[config.mk]
export PLATFORM = sky130hd
export DESIGN_NAME = bba_ram
export DESIGN_NICKNAME = d
export VERILOG_FILES = /design/src/sv/bba_ram.sv
export SDC_FILE = /design/constraint.sdc
export NUM_CORES = 2
export LEC_CHECK = 0
export ABC_AREA = 1
export BUFFER_PORTS_ARGS = -buffer_cell sky130_fd_sc_hd__buf_4
export CAP_MARGIN = 20
export CELL_PAD_IN_SITES_DETAIL_PLACEMENT = 0
export CELL_PAD_IN_SITES_GLOBAL_PLACEMENT = 2
export CORE_ASPECT_RATIO = 1.25
export CORE_MARGIN = 2
export CORE_UTILIZATION = 45
export DETAILED_ROUTE_END_ITERATION = 8
export PLACE_DENSITY = 0.76
export SLEW_MARGIN = 10
export SYNTH_ARGS = -nofsm -noshare
export SYNTH_HDL_FRONTEND = slang
export SYNTH_SLANG_ARGS = --single-unit
[constraint.sdc]
create_clock -name clk -period 2.7 [get_ports clk]
set_input_delay 0 -clock clk [delete_from_list [all_inputs] [get_ports clk]]
set_output_delay 0 -clock clk [all_outputs]
set_load 0.01 [all_outputs]
[src/sv/bba_ram.sv]
// ----------------------------------------------------------------------------
// bba_ram: generic synchronous RAM
// One write port and one read port; read data is registered, so it appears
// in the cycle after the read address is presented.
// ----------------------------------------------------------------------------
module bba_ram #(
	parameter int WIDTH = 32,
	parameter int DEPTH = 128
) (
	input  logic                     clk,
	input  logic                     we,
	input  logic [$clog2(DEPTH)-1:0] waddr,
	input  logic [WIDTH-1:0]         wdata,
	input  logic                     re,
	input  logic [$clog2(DEPTH)-1:0] raddr,
	output logic [WIDTH-1:0]         rdata
);

	logic [WIDTH-1:0] mem [DEPTH];
	logic [WIDTH-1:0] rdata_q;

	always_ff @(posedge clk) begin
		if (we) begin
			mem[waddr] <= wdata;
		end
		if (re) begin
			rdata_q <= mem[raddr];
		end
	end

	assign rdata = rdata_q;

endmodule

==> impl_metrics.env <==
export IMPL_status="complete, no violations"
export IMPL_cts_buffers=408
export IMPL_cp_max_fo=17
export IMPL_drtPass1Iterations=6
export IMPL_leakage_nw=66.8
export IMPL_hpwl_um=323000
export IMPL_syn_avg_cell_area_um2=12.3
export IMPL_relSlewSlack_pct=19.9
export IMPL_rrSetupSlack_ns=0.26
export IMPL_cts_hold_buf=56
export IMPL_r2r_end="rdata[21]$_DFFE_PP_"
export IMPL_power_total_mw=136
export IMPL_ctsResizeCount=0
export IMPL_wl_per_cell_um=29.0
export IMPL_start_kind="input port"
export IMPL_hp_start="wdata[22]"
export IMPL_powerDensity_mw_per_mm2=712
export IMPL_syn2layout_area_growth_pct=16.1
export IMPL_place_ws_ns=-0.319
export IMPL_finalSetupTns_ns=0
export IMPL_clockRootBuffer="clkbuf_16"
export IMPL_clkTransAtPathRegs_ns=0.06
export IMPL_die_h_um=681
export IMPL_finalWirelength_um=553000
export IMPL_cts_num_sinks=4128
export IMPL_final_cell_mix="nand2_1, edfxtp_1, nand3_1"
export IMPL_r2r_cells=8
export IMPL_synth_nets=13400
export IMPL_irDropWorstVdd_mv=0.568
export IMPL_ys_warn_count=0
export IMPL_synth_seq_area_share_pct=75.1
export IMPL_slowest_delay_ns=0.56
export IMPL_cp_required_ns=3.41
export IMPL_worst_pin_slew_ns=1.20
export IMPL_grt_max_degree=129
export IMPL_syn_cell_area_mm2=0.165
export IMPL_final_common_cell="nand2_1"
export IMPL_antenna_found_initial=39
export IMPL_die_w_um=546
export IMPL_detailroute_via_count=111000
export IMPL_placed_area_mm2=0.178
export IMPL_yosysUniqueCellTypes=14
export IMPL_holdWs_ns=0.0764
export IMPL_cap_violations=0
export IMPL_utilization_pct=52.5
export IMPL_clockBufferDepth=4
export IMPL_nets=13900
export IMPL_start_util_pct=45.2
export IMPL_synth_top_cell_area_share_pct=75.1
export IMPL_cts_setup_buffers=0
export IMPL_stdcell_area_mm2=0.192
export IMPL_hold_depth=2
export IMPL_die_area_mm2=0.371
export IMPL_core_mm2=0.365
export IMPL_worstPathCellList="dlygate4sd3_1 -> buf_8 -> inv_8 -> buf_12 -> buf_12 -> buf_4 -> nand3_1 -> nand3_1 -> nand3_1 -> nand3_1 -> nand2_1"
export IMPL_h_tree_depth=5
export IMPL_port_buffers=80
export IMPL_slew_viol_final=0
export IMPL_period_share_pct=94.7
export IMPL_drt_initial_drc_count=12800
export IMPL_synth_cells=13400
export IMPL_cts_tree="done"
export IMPL_min_to="mem[110][22]$_DFFE_PP_"
export IMPL_postRouteAntennaNets=0
export IMPL_max_freq_mhz=391
export IMPL_synth_seq_cells=4128
export IMPL_io_pins=81
export IMPL_layout_drive_gt1_share_pct=11.2
export IMPL_final_hold_viol_count=0
export IMPL_rsz0062_at_grt="false"
export IMPL_yosys_area_top_type="edfxtp_1"
export IMPL_gp_congestion=0.835
export IMPL_critical_path_class="in -> reg"
export IMPL_grt_pass1_wl_um=781000
export IMPL_cp_arrival_ns=3.26
export IMPL_clk_latency_ns=0.99
export IMPL_setup_viol=0
export IMPL_grtUsageTotal_pct=29.2
export IMPL_instances_no_fill=19000
export IMPL_fin_ws_ns=0.144
export IMPL_vias_per_cell=5.81
export IMPL_dp_cells=18200
export IMPL_reg2reg_from="mem[103][21]$_DFFE_PP_"
export IMPL_min_period_ns=2.56
export IMPL_rows=248
export IMPL_skew_ns=0.0582
export IMPL_drc=0
export IMPL_cp_end_kind="flip-flop"
export IMPL_grt_pass1_vias=106000
export IMPL_worstHoldPathType="in -> reg"
export IMPL_worst_path_max_delay_cell="dlygate4sd3_1"
export IMPL_critical_path_most_common_cell="nand3_1"
export IMPL_synthTopCellsByArea="edfxtp_1, nand3_1, nand2_1"
export IMPL_grt_overflow=0
==> routing by layer <==
layer	routed length [um]	share of wire (%)	vias to the layer above	global-route usage, %
li1	-	-	48900	-
met1	219000	40	56300	38.8
met2	267000	48	4633	48.5
met3	40500	7.3	832	3.78
met4	26600	4.8	8	12.6
met5	57	0.010	-	0
==> cell usage after synthesis, drive strengths merged <==
master  instances
buf           800
nor3            8
nand2        4151
nor2          134
edfxtp       4128
clkbuf        109
inv            24
nand3        4035
==> layout make-up <==
class	count	area (um^2)
inverters	24	143
well taps	4875	6100
flip-flops and latches	4128	124000
clock buffers	501	10700
clock inverters	235	2070
diodes	13	32.5
repair buffers	941	11200
fillers	31000	173000
multi-input cells	8328	37300
==> report_power, final <==
part           switching [mW]  total, mW  internal [mW]
clock network            24.6       55.7           31.1
registers               0.174       71.0           70.8
logic                    6.99       9.68           2.70
==> how the worst max path moves through the flow <==
stage / startpoint / end / slack [ns]
5_1_grt: raddr[3] / rdata[1]$_DFFE_PP_ / 0.23
3_3_place_gp: raddr[0] / rdata[22]$_DFFE_PP_ / -0.35
3_5_place_dp: raddr[0] / rdata[22]$_DFFE_PP_ / -0.32
6_report: raddr[3] / rdata[1]$_DFFE_PP_ / 0.14
4_1_cts: raddr[3] / rdata[1]$_DFFE_PP_ / 0.21
2_1_floorplan: we / mem[105][0]$_DFFE_PP_ / 0.30
==> registers in the layout, indices dropped and copies added (netlist names) <==
name   count
mem     4096
rdata     32
==> logic make-up after synthesis <==
| family | Yosys count | synth area share, % |
|---|---|---|
| and+or+nand+nor | 8328 | 22.0 |
| DFF | 4128 | 75.1 |
| buffers and inverters | 933 | 2.84 |
==> worst max-delay path: cells and delay by family <==
family / cells / cell delay [ns]
buf+inv: 6 / 1.69
simple gates: 5 / 1.48
(Power assumes the default switching activity.)
